--- src/rtl/tspc_pkg.sv ---
// tspc_pkg: shared types and constants of the stepper pulse controller
// used by the divider, the controller top level and its checker
package tspc_pkg;

    localparam int DIVIDEND_W = 20;
    localparam int DIVISOR_W  = 16;
    localparam int CNT_W      = 5;
    localparam int VEL_W      = 16;
    localparam int OP_W       = 4;
    localparam int CFG_IDX_W  = 3;
    localparam int CFG_DATA_W = 32;
    localparam int IN_DATA_W  = 48;
    localparam int OUT_DATA_W = 80;

    localparam logic [DIVIDEND_W-1:0] STEP_CLOCK_HZ = 20'd1000000;

    typedef enum logic [OP_W-1:0] {
        OP_TICK      = 4'd0,
        OP_ENABLE    = 4'd1,
        OP_DISABLE   = 4'd2,
        OP_ESTOP     = 4'd3,
        OP_SET_HOME  = 4'd4,
        OP_ROT_ABS   = 4'd5,
        OP_ROT_REL   = 4'd6,
        OP_ROT_HOME  = 4'd7,
        OP_ROT_LOWER = 4'd8,
        OP_ROT_UPPER = 4'd9
    } t_op;

    typedef enum logic [1:0] {
        RUN_DISABLED = 2'd0,
        RUN_ENABLED  = 2'd1,
        RUN_RUNNING  = 2'd2,
        RUN_ESTOP    = 2'd3
    } t_run;

    typedef enum logic [2:0] {
        STAT_OKAY         = 3'd0,
        STAT_RUN_COMPLETE = 3'd1,
        STAT_RANGE_LOWER  = 3'd2,
        STAT_RANGE_UPPER  = 3'd3,
        STAT_SWITCH_LOWER = 3'd4,
        STAT_SWITCH_UPPER = 3'd5
    } t_status;

    typedef enum logic [2:0] {
        CFG_LOWER_LIMIT  = 3'd0,
        CFG_UPPER_LIMIT  = 3'd1,
        CFG_RAMP_SETTING = 3'd2,
        CFG_RAMP_SCALE   = 3'd3,
        CFG_HOMING_SPEED = 3'd4,
        CFG_LOWER_SW     = 3'd5,
        CFG_UPPER_SW     = 3'd6
    } t_cfg_idx;

    typedef enum logic [3:0] {
        SEQ_IDLE,
        SEQ_TICK_CHK,
        SEQ_TICK_RAMP,
        SEQ_TICK_NEXT,
        SEQ_TICK_DIV,
        SEQ_ROT_TGT,
        SEQ_ROT_LEN,
        SEQ_ROT_DIV,
        SEQ_ROT_END,
        SEQ_DONE
    } t_seq;

endpackage

--- src/rtl/tspc_div.sv ---
// tspc_div: shared restoring divider, one quotient bit per cycle
// depends on tspc_pkg for operand widths
module tspc_div (
    input  logic                            i_clk,
    input  logic                            i_rst_n,
    input  logic                            i_start,
    input  logic [tspc_pkg::DIVIDEND_W-1:0] i_dividend,
    input  logic [tspc_pkg::DIVISOR_W-1:0]  i_divisor,
    output logic                            o_done,
    output logic [tspc_pkg::DIVIDEND_W-1:0] o_quotient
);
    import tspc_pkg::*;

    logic                  r_busy, n_busy;
    logic                  r_done, n_done;
    logic [CNT_W-1:0]      r_cnt, n_cnt;
    logic [DIVISOR_W-1:0]  r_rem, n_rem;
    logic [DIVIDEND_W-1:0] r_quo, n_quo;
    logic [DIVISOR_W-1:0]  r_dvs, n_dvs;
    logic [DIVISOR_W:0]    shifted;
    logic [DIVISOR_W:0]    diff;

    always_comb begin
        n_busy  = r_busy;
        n_done  = 1'b0;
        n_cnt   = r_cnt;
        n_rem   = r_rem;
        n_quo   = r_quo;
        n_dvs   = r_dvs;
        shifted = {r_rem, r_quo[DIVIDEND_W-1]};
        diff    = shifted - {1'b0, r_dvs};
        if (i_start) begin
            n_busy = 1'b1;
            n_cnt  = CNT_W'(DIVIDEND_W - 1);
            n_rem  = '0;
            n_quo  = i_dividend;
            n_dvs  = i_divisor;
        end else if (r_busy) begin
            // remainder stays below the divisor, so the difference fits
            if (shifted >= {1'b0, r_dvs}) begin
                n_rem = diff[DIVISOR_W-1:0];
                n_quo = {r_quo[DIVIDEND_W-2:0], 1'b1};
            end else begin
                n_rem = shifted[DIVISOR_W-1:0];
                n_quo = {r_quo[DIVIDEND_W-2:0], 1'b0};
            end
            if (r_cnt == '0) begin
                n_busy = 1'b0;
                n_done = 1'b1;
            end else begin
                n_cnt = r_cnt - CNT_W'(1);
            end
        end
    end

    always_ff @(posedge i_clk) begin
        if (!i_rst_n) begin
            r_busy <= 1'b0;
            r_done <= 1'b0;
            r_cnt  <= '0;
        end else begin
            r_busy <= n_busy;
            r_done <= n_done;
            r_cnt  <= n_cnt;
        end
        r_rem <= n_rem;
        r_quo <= n_quo;
        r_dvs <= n_dvs;
    end

    assign o_done     = r_done;
    assign o_quotient = r_quo;

endmodule

--- src/rtl/trapezoid_stepper_pulse_controller.sv ---
// trapezoid_stepper_pulse_controller: motion profile sequencer for one stepper
// depends on tspc_pkg and the shared divider tspc_div
//
// Usage: every request on the slave stream is either a one-microsecond tick
// (operation 0 on tuser) or a command. Each request gives exactly one result
// on the master stream with status, step pulse, pins, state and positions.
// Registers are written through i_cfg_we / i_cfg_index / i_cfg_data, a
// write landing at the clock edge with i_cfg_we high; the user must write
// them only while the block is idle; the block itself does not enforce it.
// A command or a tick that does not step skips the divider; a stepping tick
// at positive velocity that keeps running, or a rotate with a nonzero ramp
// increment, runs the shared 20-bit divider, one quotient bit per cycle. It
// sets step interval (1000000/velocity) and ramp length (speed/increment).
// One request is in work at a time; o_s_tready is high only while the
// sequencer is idle. The result register holds a finished result while the
// receiver stalls; the next request is still taken and waits to be written
// until the register is free.
// Reset (synchronous, active low) clears the motion state to disabled,
// not homed, position zero, and loads the register defaults.
module trapezoid_stepper_pulse_controller #(
    parameter int POSITION_WIDTH       = 32,
    parameter int TIME_WIDTH           = 32,
    parameter int DIRECTION_LEAD_TICKS = 10
) (
    input  logic                            i_clk,
    input  logic                            i_rst_n,
    // slave tdata: target_value[31:0], speed[45:32], lower_switch_hit[46],
    // upper_switch_hit[47]
    input  logic                            i_s_tvalid,
    output logic                            o_s_tready,
    input  logic [tspc_pkg::IN_DATA_W-1:0]  i_s_tdata,
    // slave tuser: operation[3:0]
    input  logic [tspc_pkg::OP_W-1:0]       i_s_tuser,
    // master tdata: status[2:0], step_pulse[3], direction[4],
    // driver_enabled[5], motor_state[7:6], homed_flag[8],
    // absolute_position[40:9], relative_position[72:41], zero fill
    output logic                            o_m_tvalid,
    input  logic                            i_m_tready,
    output logic [tspc_pkg::OUT_DATA_W-1:0] o_m_tdata,
    input  logic                            i_cfg_we,
    input  logic [tspc_pkg::CFG_IDX_W-1:0]  i_cfg_index,
    input  logic [tspc_pkg::CFG_DATA_W-1:0] i_cfg_data
);
    import tspc_pkg::*;

    localparam int PW = POSITION_WIDTH;
    localparam int TW = TIME_WIDTH;
    localparam int EW = ((PW > 32) ? PW : 32) + 2;
    localparam logic signed [EW-1:0] PMAX = {{(EW-PW+1){1'b0}}, {(PW-1){1'b1}}};
    localparam logic signed [EW-1:0] PMIN = ~PMAX;

    // configuration
    logic signed [31:0] r_lower;
    logic [30:0]        r_upper;
    logic [3:0]         r_rset;
    logic [9:0]         r_rscale;
    logic [13:0]        r_hspd;
    logic               r_lsp, r_usp;

    // motion state
    t_seq                  r_seq, n_seq;
    logic [TW-1:0]         r_time, n_time;
    logic [TW-1:0]         r_nst, n_nst;
    t_run                  r_run, n_run;
    logic                  r_homed, n_homed;
    logic                  r_en, n_en;
    logic                  r_neg, n_neg;
    logic signed [PW-1:0]  r_pos, n_pos;
    logic signed [PW-1:0]  r_target, n_target;
    logic signed [EW-1:0]  r_moved, n_moved;
    logic signed [VEL_W-1:0] r_vel, n_vel;
    logic [PW-1:0]         r_rus, n_rus;
    logic [PW-1:0]         r_rds, n_rds;

    // work registers
    logic                  r_lh, n_lh;
    logic                  r_uh, n_uh;
    logic signed [EW-1:0]  r_np, n_np;
    logic signed [EW-1:0]  r_raw, n_raw;
    logic [13:0]           r_maxv, n_maxv;
    logic [PW-1:0]         r_total, n_total;
    t_status               r_status, n_status;
    logic                  r_pulse, n_pulse;
    logic                  r_ovalid, n_ovalid;
    logic [OUT_DATA_W-1:0] r_odata, n_odata;

    // divider
    logic                  div_start;
    logic [DIVIDEND_W-1:0] div_dividend;
    logic [DIVISOR_W-1:0]  div_divisor;
    logic                  div_done;
    logic [DIVIDEND_W-1:0] div_q;

    // combinational helpers
    t_op                   in_op;
    logic signed [31:0]    in_tv;
    logic                  in_acc;
    logic signed [EW-1:0]  pos_e, tgt_e, tv_e, lower_e, upper_e, lo_e, hi_e;
    logic signed [EW-1:0]  diff_e;
    logic [3:0]            rset_c;
    logic [13:0]           inc;
    logic [EW-1:0]         k_abs;
    logic signed [VEL_W+1:0] v_next;
    logic [TW+DIVIDEND_W-1:0] q_time;
    logic [PW+DIVIDEND_W-1:0] q_pos;
    logic                  out_free;

    tspc_div u_div (
        .i_clk      (i_clk),
        .i_rst_n    (i_rst_n),
        .i_start    (div_start),
        .i_dividend (div_dividend),
        .i_divisor  (div_divisor),
        .o_done     (div_done),
        .o_quotient (div_q)
    );

    assign in_op    = t_op'(i_s_tuser);
    assign in_tv    = i_s_tdata[31:0];
    assign in_acc   = i_s_tvalid && o_s_tready;
    assign out_free = !r_ovalid || i_m_tready;

    assign pos_e   = {{(EW-PW){r_pos[PW-1]}}, r_pos};
    assign tgt_e   = {{(EW-PW){r_target[PW-1]}}, r_target};
    assign tv_e    = {{(EW-32){in_tv[31]}}, in_tv};
    assign lower_e = {{(EW-32){r_lower[31]}}, r_lower};
    assign upper_e = {{(EW-31){1'b0}}, r_upper};
    assign lo_e    = (lower_e > PMIN) ? lower_e : PMIN;
    assign hi_e    = (upper_e < PMAX) ? upper_e : PMAX;
    assign rset_c  = (r_rset > 4'd9) ? 4'd9 : r_rset;
    assign inc     = (rset_c == 4'd0) ? 14'd0
                   : 14'(r_rscale) * 14'(4'd10 - rset_c);
    assign k_abs   = (r_moved < 0) ? EW'(-r_moved) : EW'(r_moved);
    assign q_time  = {{TW{1'b0}}, div_q};
    assign q_pos   = {{PW{1'b0}}, div_q};

    always_comb begin
        n_seq    = r_seq;
        n_time   = r_time;
        n_nst    = r_nst;
        n_run    = r_run;
        n_homed  = r_homed;
        n_en     = r_en;
        n_neg    = r_neg;
        n_pos    = r_pos;
        n_target = r_target;
        n_moved  = r_moved;
        n_vel    = r_vel;
        n_rus    = r_rus;
        n_rds    = r_rds;
        n_lh     = r_lh;
        n_uh     = r_uh;
        n_np     = r_np;
        n_raw    = r_raw;
        n_maxv   = r_maxv;
        n_total  = r_total;
        n_status = r_status;
        n_pulse  = r_pulse;
        n_ovalid = r_ovalid && !i_m_tready;
        n_odata  = r_odata;
        div_start    = 1'b0;
        div_dividend = STEP_CLOCK_HZ;
        div_divisor  = r_vel;
        diff_e   = '0;
        v_next   = '0;

        unique case (r_seq)
            SEQ_IDLE: begin
                if (in_acc) begin
                    n_lh     = i_s_tdata[46];
                    n_uh     = i_s_tdata[47];
                    n_status = STAT_OKAY;
                    n_pulse  = 1'b0;
                    n_seq    = SEQ_DONE;
                    n_maxv   = r_hspd;
                    unique case (in_op)
                        OP_TICK: begin
                            n_time = r_time + TW'(1);
                            n_np   = r_neg ? pos_e - EW'(1) : pos_e + EW'(1);
                            if (r_homed && r_run == RUN_RUNNING && r_time >= r_nst) begin
                                if (r_pos == r_target) begin
                                    n_run    = RUN_ENABLED;
                                    n_status = STAT_RUN_COMPLETE;
                                end else begin
                                    n_seq = SEQ_TICK_CHK;
                                end
                            end
                        end
                        OP_ENABLE: begin
                            n_en    = 1'b1;
                            n_run   = RUN_ENABLED;
                            n_pos   = '0;
                            n_moved = '0;
                            n_homed = 1'b1;
                        end
                        OP_DISABLE: begin
                            n_en    = 1'b0;
                            n_run   = RUN_DISABLED;
                            n_homed = 1'b0;
                        end
                        OP_ESTOP: begin
                            n_en     = 1'b0;
                            n_run    = RUN_ESTOP;
                            n_homed  = 1'b0;
                            n_target = r_pos;
                        end
                        OP_SET_HOME: begin
                            if (r_run == RUN_ENABLED) begin
                                n_pos   = '0;
                                n_moved = '0;
                                n_homed = 1'b1;
                            end
                        end
                        OP_ROT_ABS: begin
                            n_raw  = tv_e;
                            n_maxv = i_s_tdata[45:32];
                            n_seq  = SEQ_ROT_TGT;
                        end
                        OP_ROT_REL: begin
                            n_raw  = pos_e + tv_e;
                            n_maxv = i_s_tdata[45:32];
                            if (in_tv != 0) begin
                                n_seq = SEQ_ROT_TGT;
                            end
                        end
                        OP_ROT_HOME: begin
                            n_raw = '0;
                            n_seq = SEQ_ROT_TGT;
                        end
                        OP_ROT_LOWER: begin
                            n_raw = lower_e;
                            n_seq = SEQ_ROT_TGT;
                        end
                        OP_ROT_UPPER: begin
                            n_raw = upper_e;
                            n_seq = SEQ_ROT_TGT;
                        end
                        default: begin
                            n_seq = SEQ_DONE;
                        end
                    endcase
                end
            end
            SEQ_TICK_CHK: begin
                n_seq = SEQ_DONE;
                if (r_np < lo_e) begin
                    n_run    = RUN_ENABLED;
                    n_status = STAT_RANGE_LOWER;
                end else if (r_np > hi_e) begin
                    n_run    = RUN_ENABLED;
                    n_status = STAT_RANGE_UPPER;
                end else begin
                    n_pulse = 1'b1;
                    n_pos   = r_np[PW-1:0];
                    n_moved = r_neg ? r_moved - EW'(1) : r_moved + EW'(1);
                    if (r_lsp && r_lh) begin
                        n_run    = RUN_ENABLED;
                        n_status = STAT_SWITCH_LOWER;
                    end else if (r_usp && r_uh) begin
                        n_run    = RUN_ENABLED;
                        n_status = STAT_SWITCH_UPPER;
                    end else begin
                        n_seq = SEQ_TICK_RAMP;
                    end
                end
            end
            SEQ_TICK_RAMP: begin
                // accelerate inside the ramp-up, brake past the ramp-down start
                if (k_abs <= {{(EW-PW){1'b0}}, r_rus}) begin
                    v_next = {{2{r_vel[VEL_W-1]}}, r_vel} + {4'b0, inc};
                end else if (k_abs > {{(EW-PW){1'b0}}, r_rds}) begin
                    v_next = {{2{r_vel[VEL_W-1]}}, r_vel} - {4'b0, inc};
                end else begin
                    v_next = {{2{r_vel[VEL_W-1]}}, r_vel};
                end
                if (v_next > 18'sd32767) begin
                    n_vel = 16'sh7fff;
                end else if (v_next < -18'sd32768) begin
                    n_vel = 16'sh8000;
                end else begin
                    n_vel = v_next[VEL_W-1:0];
                end
                n_seq = SEQ_TICK_NEXT;
            end
            SEQ_TICK_NEXT: begin
                if (r_vel > 0) begin
                    div_start = 1'b1;
                    n_seq     = SEQ_TICK_DIV;
                end else begin
                    n_seq = SEQ_DONE;
                end
            end
            SEQ_TICK_DIV: begin
                if (div_done) begin
                    n_nst = r_nst + q_time[TW-1:0];
                    n_seq = SEQ_DONE;
                end
            end
            SEQ_ROT_TGT: begin
                if (r_raw > PMAX) begin
                    n_target = PMAX[PW-1:0];
                end else if (r_raw < PMIN) begin
                    n_target = PMIN[PW-1:0];
                end else begin
                    n_target = r_raw[PW-1:0];
                end
                n_seq = SEQ_ROT_LEN;
            end
            SEQ_ROT_LEN: begin
                diff_e  = (tgt_e >= pos_e) ? tgt_e - pos_e : pos_e - tgt_e;
                n_total = diff_e[PW-1:0];
                n_neg   = tgt_e < pos_e;
                div_dividend = {{(DIVIDEND_W-14){1'b0}}, r_maxv};
                div_divisor  = {{(DIVISOR_W-14){1'b0}}, inc};
                if (inc == 14'd0) begin
                    n_rus = '0;
                    n_vel = {2'b00, r_maxv};
                    n_seq = SEQ_ROT_END;
                end else begin
                    div_start = 1'b1;
                    n_seq     = SEQ_ROT_DIV;
                end
            end
            SEQ_ROT_DIV: begin
                if (div_done) begin
                    n_rus = q_pos[PW-1:0];
                    n_vel = (div_q == '0) ? {2'b00, r_maxv} : '0;
                    n_seq = SEQ_ROT_END;
                end
            end
            SEQ_ROT_END: begin
                // triangle profile when the move is too short for both ramps
                if ({1'b0, r_total} > {r_rus, 1'b0}) begin
                    n_rds = r_total - r_rus;
                end else begin
                    n_rus = r_total >> 1;
                    n_rds = r_total >> 1;
                end
                n_moved = '0;
                n_nst   = r_time + TW'(DIRECTION_LEAD_TICKS);
                n_run   = RUN_RUNNING;
                n_seq   = SEQ_DONE;
            end
            SEQ_DONE: begin
                if (out_free) begin
                    n_ovalid = 1'b1;
                    n_odata  = {{(OUT_DATA_W-73){1'b0}}, r_moved[31:0], pos_e[31:0],
                                r_homed, r_run, r_en, r_neg, r_pulse, r_status};
                    n_seq    = SEQ_IDLE;
                end
            end
            default: begin
                n_seq = SEQ_IDLE;
            end
        endcase
    end

    always_ff @(posedge i_clk) begin
        if (!i_rst_n) begin
            r_seq    <= SEQ_IDLE;
            r_ovalid <= 1'b0;
            r_time   <= '0;
            r_nst    <= '1;
            r_run    <= RUN_DISABLED;
            r_homed  <= 1'b0;
            r_en     <= 1'b0;
            r_neg    <= 1'b0;
            r_pos    <= '0;
            r_target <= '0;
            r_moved  <= '0;
            r_vel    <= '0;
            r_rus    <= '0;
            r_rds    <= '0;
            r_lower  <= -32'sd2000000000;
            r_upper  <= 31'd2000000000;
            r_rset   <= 4'd5;
            r_rscale <= 10'd100;
            r_hspd   <= 14'd1000;
            r_lsp    <= 1'b0;
            r_usp    <= 1'b0;
        end else begin
            r_seq    <= n_seq;
            r_ovalid <= n_ovalid;
            r_time   <= n_time;
            r_nst    <= n_nst;
            r_run    <= n_run;
            r_homed  <= n_homed;
            r_en     <= n_en;
            r_neg    <= n_neg;
            r_pos    <= n_pos;
            r_target <= n_target;
            r_moved  <= n_moved;
            r_vel    <= n_vel;
            r_rus    <= n_rus;
            r_rds    <= n_rds;
            if (i_cfg_we) begin
                unique case (t_cfg_idx'(i_cfg_index))
                    CFG_LOWER_LIMIT:  r_lower  <= i_cfg_data;
                    CFG_UPPER_LIMIT:  r_upper  <= i_cfg_data[30:0];
                    CFG_RAMP_SETTING: r_rset   <= i_cfg_data[3:0];
                    CFG_RAMP_SCALE:   r_rscale <= i_cfg_data[9:0];
                    CFG_HOMING_SPEED: r_hspd   <= i_cfg_data[13:0];
                    CFG_LOWER_SW:     r_lsp    <= i_cfg_data[0];
                    CFG_UPPER_SW:     r_usp    <= i_cfg_data[0];
                    default: begin
                    end
                endcase
            end
        end
        r_lh     <= n_lh;
        r_uh     <= n_uh;
        r_np     <= n_np;
        r_raw    <= n_raw;
        r_maxv   <= n_maxv;
        r_total  <= n_total;
        r_status <= n_status;
        r_pulse  <= n_pulse;
        r_odata  <= n_odata;
    end

    assign o_s_tready = (r_seq == SEQ_IDLE);
    assign o_m_tvalid = r_ovalid;
    assign o_m_tdata  = r_odata;

endmodule

--- config.mk ---
export PLATFORM = sky130hd
export DESIGN_NAME = trapezoid_stepper_pulse_controller
export DESIGN_NICKNAME = d
export VERILOG_FILES = /design/src/rtl/tspc_pkg.sv /design/src/rtl/tspc_div.sv /design/src/rtl/trapezoid_stepper_pulse_controller.sv
export SDC_FILE = /design/constraint.sdc
export NUM_CORES = 2
export LEC_CHECK = 0
export BUFFER_PORTS_ARGS = -buffer_cell sky130_fd_sc_hd__buf_2
export CAP_MARGIN = 40
export CORE_ASPECT_RATIO = 1.2
export CORE_UTILIZATION = 50
export CTS_CLUSTER_DIAMETER = 60
export DETAILED_ROUTE_END_ITERATION = 7
export PLACE_DENSITY = 0.79
export SYNTH_ARGS = -nofsm -noshare
export SYNTH_HDL_FRONTEND = slang
export SYNTH_SLANG_ARGS = --single-unit
--- constraint.sdc ---
create_clock -name i_clk -period 9 [get_ports i_clk]
set_input_delay 2.7 -clock i_clk [delete_from_list [all_inputs] [get_ports i_clk]]
set_output_delay 2.7 -clock i_clk [all_outputs]
set_load 0.005 [all_outputs]
---- After elaboration in Yosys (flattened, before gate mapping) ----
Cells that the tools add are included.
word-level totals
  flip-flop bits (word level) ............. 597
  bits in latches ......................... 0
  RAM bits ................................ 0
  bits in read-only memories .............. 0
  input port bits ......................... 92
  output and inout port bits .............. 82
  logic and storage cells ................. 279
  memories ................................ 0
operators by class
  add/sub/neg operators ................... 17
  multipliers ............................. 1
  div/mod/pow operators ................... 0
  order comparisons ....................... 18
  equal/unequal tests ..................... 44
  shift operators ......................... 0
  muxes and demuxes ....................... 101
  bitwise logic cells ..................... 3
  reductions and logical operators ........ 57
operator list
  operator                                                                count
  32-bit two-way mux                                                      14
  34-bit two-way mux                                                      8
  32-bit one-hot mux with 2 select lines                                  4
  34-bit one-hot mux with 5 select lines                                  1
  34-bit one-hot mux with 3 select lines                                  1
  32-bit one-hot mux with 3 select lines                                  1
  32-bit subtractor                                                       3
  16-bit two-way mux                                                      5
  34-bit by 32-bit > comparator with 1-bit output                         2
  34-bit one-hot mux with 2 select lines                                  1
  32-bit >= comparator                                                    2
  20-bit two-way mux                                                      3
  14-bit two-way mux                                                      4
  4-bit two-way mux                                                       14
  18-bit two-way mux                                                      3
  16-bit one-hot mux with 3 select lines                                  1
  4-bit one-hot mux with 10 select lines                                  1
  34-bit by 2-bit adder with 34-bit output, second input constant         1
  34-bit by 32-bit > comparator with 1-bit output, second input constant  1
  34-bit by 32-bit <= comparator with 1-bit output                        1
  34-bit by 1-bit < comparator with 1-bit output, second input constant   1
  34-bit by 32-bit < comparator with 1-bit output, second input constant  1
  34-bit < comparator                                                     1
  34-bit negator                                                          1
  other kinds (69)                                                        166

---- Longest topological paths before layout ----
  depth after elaboration ................. 13
  depth in mapped cells ................... 30

---- By module ----
From an unflattened synthesis, not the netlist that was laid out.
unflattened totals
  cells, all modules ...................... 5167
  area total of the unflattened synthesis .. 43733.2 um^2
by module, submodules not included
  module                              instances  cells each  area an instance (um^2)  sequential area each (um^2)
  trapezoid_stepper_pulse_controller  1          4856        40437.5                  12622.1
  tspc_div                            1          311         3295.7                   1541.5

---- Least setup slack after synthesis ----
Ideal clock, no wire load.
  path kind ............................... register -> register
  start ................................... register r_rset[1]
  end ..................................... register r_vel[9]
  data arrival time ....................... 7038 ps
  setup slack ............................. 1893 ps
  stages on the path, launching flop included .. 28
  path buffers ............................ 2
  clock period less this slack ............ 7107 ps
  path through ............................ dfxtp_1 > o21a_1 > nor2_1 > ha_1 > nor2b_1 > fa_1 > fa_1 > fa_1 > fa_1 > a21o_1 > a21oi_1 > o21bai_1 > a21oi_1 > mux2i_1 > ha_1 > clkbuf_1 > a21o_1 > a21o_1 > or3_1 > o21ai_0 > o211ai_1 > a211o_1 > a221oi_4 > nand2_2 > buf_6 > a31oi_1 > a21oi_1 > a21oi_1
on the way
  cells in the longest elaborated chain, start to end .. 13
  elaborated cells on any way between the ends .. 19
ends and longest elaborated chain
  what                                             line                                       text
  start, declared                                  trapezoid_stepper_pulse_controller.sv:55   logic [3:0] r_rset;
  start signal, assigned                           trapezoid_stepper_pulse_controller.sv:400  CFG_RAMP_SETTING: r_rset <= i_cfg_data[3:0];
  4-bit > comparator                               trapezoid_stepper_pulse_controller.sv:130  assign rset_c = (r_rset > 4'd9) ? 4'd9 : r_rset;
  4-bit two-way mux (*)                            trapezoid_stepper_pulse_controller.sv:130
  4-bit by 4-bit subtractor with 5-bit output      trapezoid_stepper_pulse_controller.sv:132  : 14'(r_rscale) * 14'(4'd10 - rset_c);
  11-bit by 5-bit multiplier with 14-bit output    trapezoid_stepper_pulse_controller.sv:132
  14-bit two-way mux (*)                           trapezoid_stepper_pulse_controller.sv:131  assign inc = (rset_c == 4'd0) ? 14'd0
  16-bit by 15-bit subtractor with 17-bit output   trapezoid_stepper_pulse_controller.sv:272  v_next = {{2{r_vel[VEL_W-1]}}, r_vel} - {4'b0, inc};
  18-bit two-way mux                               trapezoid_stepper_pulse_controller.sv:271  end else if (k_abs > {{(EW-PW){1'b0}}, r_rds}) begin
  18-bit two-way mux                               trapezoid_stepper_pulse_controller.sv:269  if (k_abs <= {{(EW-PW){1'b0}}, r_rus}) begin
  18-bit two-way mux                               trapezoid_stepper_pulse_controller.sv:167  unique case (r_seq)
  18-bit by 16-bit < comparator with 1-bit output  trapezoid_stepper_pulse_controller.sv:278  end else if (v_next < -18'sd32768) begin
  16-bit two-way mux                               trapezoid_stepper_pulse_controller.sv:278
  16-bit two-way mux                               trapezoid_stepper_pulse_controller.sv:276  if (v_next > 18'sd32767) begin
  16-bit one-hot mux with 3 select lines           trapezoid_stepper_pulse_controller.sv:167
  end signal, assigned                             trapezoid_stepper_pulse_controller.sv:393  r_vel <= n_vel;
  end, declared                                    trapezoid_stepper_pulse_controller.sv:71   logic signed [VEL_W-1:0] r_vel, n_vel;
Every way passes the cells marked *; elsewhere a longest branch is shown, timed or not. The select of a mux whose other input is x is not followed.
A chain may end at the register's enable or synchronous reset.

---- Worst setup path after layout ----
Same ends and word-level chain as after synthesis.

==> flow_metrics.tcl <==
set metrics [dict create \
    timing.critical_path.fanout_max 10 \
    drt-pass1-iter-count 8 \
    yosysWarningCount 0 \
    leakagePower_uw 0.02012 \
    synth-edff-count 227 \
    yosys.area.top_type_share_pct 16.97 \
    synth_cell_type_count 89 \
    synth_top_flop_cell "dfxtp_1" \
    cpPeakStageDelay_ns 0.55 \
    largest_net_degree_at_the_start_of_global_routing 168 \
    setup_viol_count_final 0 \
    synth-seq-cells 594 \
    worst_setup_hold_path_clk_slew_ns 0.06 \
    synthToLayoutAreaGrowth_pct 10.54 \
    drc 7 \
    gr-total-overflow 0 \
    clock-sinks 594 \
    start_util_pct 50.74 \
    worstRegToRegCells 26 \
    ff2ff_setup_slack_ns 0.92 \
    netlist_top_cells_area "dfxtp_1 (17%), edfxtp_1 (16%), ha_1 (14%)" \
    wirelength_mm 133.6 \
    p_per_area_nw_per_um2 274.5 \
    cts_tree "done" \
    finalSetupTns_ns 0 \
    synth_area_per_cell_um2 8.405 \
    cts_setup_buffers 0 \
    final.hold.worst_slack_ns 0.4343 \
    post_cts.resized_instances 0 \
    maxClockFrequency_mhz 123.7 \
    final_cell_count_no_fill 6436 \
    post-place-cells 6296 \
    i_o_pins 174 \
    timing.final.hold_violations 0 \
    globalRouteTotalUtil_pct 29.74 \
    end_kind "flip-flop" \
    min_path_type "flip-flop to flip-flop" \
    die_boundary_width_um 270.6 \
    antenna_violations_before_repair 10 \
    period_share_pct 89.80 \
    fillers 7570 \
    peakVddDrop_mv 0.4718 \
    hpwlAfterDp_mm 101.2 \
    synth.cell_area_um2 43300 \
    timing.critical_path.slowest_stage_cell "fa_1" \
    finish.net_count 5841 \
    timing.max_slew.rel_slack_pct 25.76 \
    worstSkewPairLatency_ns 0.66 \
    dp_slack_ns 1.081 \
    ctsLongestPathBuffers 3 \
    synthesis.instances 5152 \
    cts-buffers-inserted 71 \
    r2r_end "r_vel[9]" \
    die_area_um2 87790 \
    final_antenna_net_count 0 \
    max-cap-violations 0 \
    synth_simple_gate_area_share_pct 16.35 \
    arrival_ns 8.66 \
    tightestPinTransition_ns 1.114 \
    critPathKind "flip-flop to flip-flop" \
    yosys-mux-area-fraction_pct 1.693 \
    clock_tree.htree_level_count 3 \
    placement.io_buffers 166 \
    async_reset_ff_share_pct 0 \
    worst_ep_required_time_ns 9.57 \
    synth-compound-area-share_pct 23.44 \
    wl_per_cell_um 20.75 \
    failed_checks "DRC" \
    final_max_slew_viol_count 0 \
    first_global_vias 37895 \
    synthDominantAreaCellType "dfxtp_1" \
    timing.rr.start "r_rset[1]" \
    detailroute.via_count 39709 \
    clock_tree.root_cell "clkbuf_16" \
    setup.worst_path.end "r_vel[9]" \
    finClkSkew_ns 0.04409 \
    post_synth_xor_area_fraction_pct 4.976 \
    outcome "finished, violations left" \
    core_area_um2 85350 \
    timing.critical_path.from "r_rset[1]" \
    gp_congestion 1.011 \
    die_h_um 324.4 \
    grt_pass1_wl_mm 208.6 \
    startpoint_type "flip-flop" \
    synth_seq_area_share_pct 32.71 \
    core.rowCount 117 \
    synth_fa_ha_area_share_pct 15.34 \
    postCtsHoldBufs 0 \
    combinational_family_with_the_most_area_after_synthesis "compound AO/OA/AOI/OAI gates" \
    detailedRoute.firstIterationViolations 3595 \
    drive_above_1_share_pct 8.041 \
    route.detailed.vias_per_inst 6.170 \
    grt_setup_unrepaired "no" \
    final.min_clock_period_ns 8.082 \
    setup_ws_ns 0.9176 \
]
-- worst min-delay path by stage --
stage / from / to / cells after the start
global route: r_status[1] / o_m_tdata[1] / 0
CTS: r_status[1] / o_m_tdata[1] / 0
detailed placement: r_status[1] / o_m_tdata[1] / 0
floorplan: r_status[0] / o_m_tdata[0] / 0
finish: r_status[1] / o_m_tdata[1] / 0
global placement: r_status[2] / o_m_tdata[2] / 0
-- critical path: cells and delay by family, from the launching register on --
kind,cells,cell delay (ns)
and+or+nand+nor,4,1.15
xor gates and xnor gates,1,0.20
buffers and inverters,1,0.05
DFF,1,0.38
AOI/OAI and AO/OA,14,3.36
muxes,1,0.39
adders and majority gates,5,2.45
-- synthesized netlist by cell type (all sizes together), types with 41 or more instances --
| cell | n |
|---|---|
| a21oi | 509 |
| inv | 384 |
| o21ai | 377 |
| clkbuf | 207 |
| dfxtp | 367 |
| nor2 | 406 |
| nand3 | 145 |
| nor3 | 91 |
| xnor2 | 153 |
| mux2i | 53 |
| a21o | 119 |
| xor2 | 93 |
| nor2b | 73 |
| a31oi | 41 |
| edfxtp | 227 |
| ha | 475 |
| nand2b | 58 |
| nand2 | 452 |
| o21a | 44 |
| o211ai | 59 |
| a211oi | 121 |
| nand4 | 66 |
-- cells by family after synthesis --
family                   after synthesis
flip-flops                           594
adder cells (fa/ha/maj)              510
other                                  2
XOR/XNOR                             246
AND/OR/NAND/NOR                     1507
AO/OA/AOI/OAI                       1602
buffers and inverters                620
multiplexers                          71
-- layout make-up --
| type | instances | area [um^2] | area share, % |
|---|---|---|---|
| Timing Repair Buffer | 233 | 1391 | 2.907 |
| Inverter | 386 | 1456 | 3.043 |
| Antenna cell | 8 | 20.02 | 0.04183 |
| Clock buffer | 95 | 2051 | 4.285 |
| Clock inverter | 37 | 451.7 | 0.9437 |
| Multi-Input combinational cell | 3953 | 26910 | 56.23 |
| Tap cell | 1130 | 1414 | 2.954 |
| Sequential cell | 594 | 14160 | 29.59 |
-- per-stage QoR --
step / cell area, um^2 / power [uW] / utilization [%]
after global routing: 47860 / 13890 / 56.08
final: 47860 / 13140 / 56.08
after detailed placement: 45340 / 9964 / 53.13
after global placement: 45220 / 9819 / 52.98
after CTS: 47840 / 13030 / 56.06
after floorplan: 43360 / 8268 / -
-- sequential cells by signal (all words and copies together), names as in the netlist, 10 cells and up --
name              flops
r_total              32
r_moved              34
o_m_tdata            73
r_np                 33
r_hspd               14
u_div.o_quotient     20
r_rscale             10
r_maxv               14
r_time               32
r_target             32
r_rus                31
r_raw                33
u_div.r_rem          16
r_lower              32
r_rds                32
r_upper              31
u_div.r_dvs          16
r_vel                16
r_pos                32
r_nst                32
-- per-layer routing --
metal / share of wire (%) / GRT usage, % / wire length (um) / up-vias
li1: - / - / - / 18861
met1: 39 / 35.14 / 51940 / 18789
met2: 47 / 49.95 / 62900 / 1610
met3: 6.9 / 4.413 / 9217 / 447
met4: 7.1 / 19.84 / 9502 / 2
met5: 0.0075 / 0 / 10 / -
-- power breakdown --
| part | internal, uW | leakage (uW) | switching [uW] |
|---|---|---|---|
| clock network | 1780 | 0.00122 | 1270 |
| registers | 3340 | 0.00505 | 340 |
| logic | 2450 | 0.0138 | 3960 |
| total | 7570 | 0.0201 | 5570 |
-- cell usage in the layout (no fill, tap or decap), types with 27 or more instances in the layout --
master | netlist | layout
nor3_1 | 91 | 89
clkbuf_16 | 0 | 74
a211oi_1 | 121 | 120
dfxtp_1 | 367 | 366
o31ai_1 | 39 | 39
nand2b_1 | 58 | 58
and2_1 | 33 | 32
o21ai_0 | 377 | 377
nor2_1 | 406 | 401
a222oi_1 | 29 | 29
a31oi_1 | 41 | 41
fa_1 | 35 | 35
nand4_1 | 66 | 66
o21bai_1 | 33 | 33
o21a_1 | 44 | 44
a21o_1 | 119 | 119
mux2i_1 | 53 | 53
ha_1 | 475 | 475
a22oi_1 | 28 | 27
xnor2_1 | 153 | 153
xor2_1 | 93 | 93
and3_1 | 38 | 38
nand2_1 | 451 | 451
nor2b_1 | 73 | 72
a21oi_1 | 509 | 507
inv_1 | 384 | 383
nand3_1 | 145 | 145
nor4_1 | 39 | 39
edfxtp_1 | 227 | 227
buf_2 | 3 | 165
o211ai_1 | 59 | 59
or3_1 | 39 | 39
buf_4 | 8 | 62
Power figures use the tool's default switching activity.
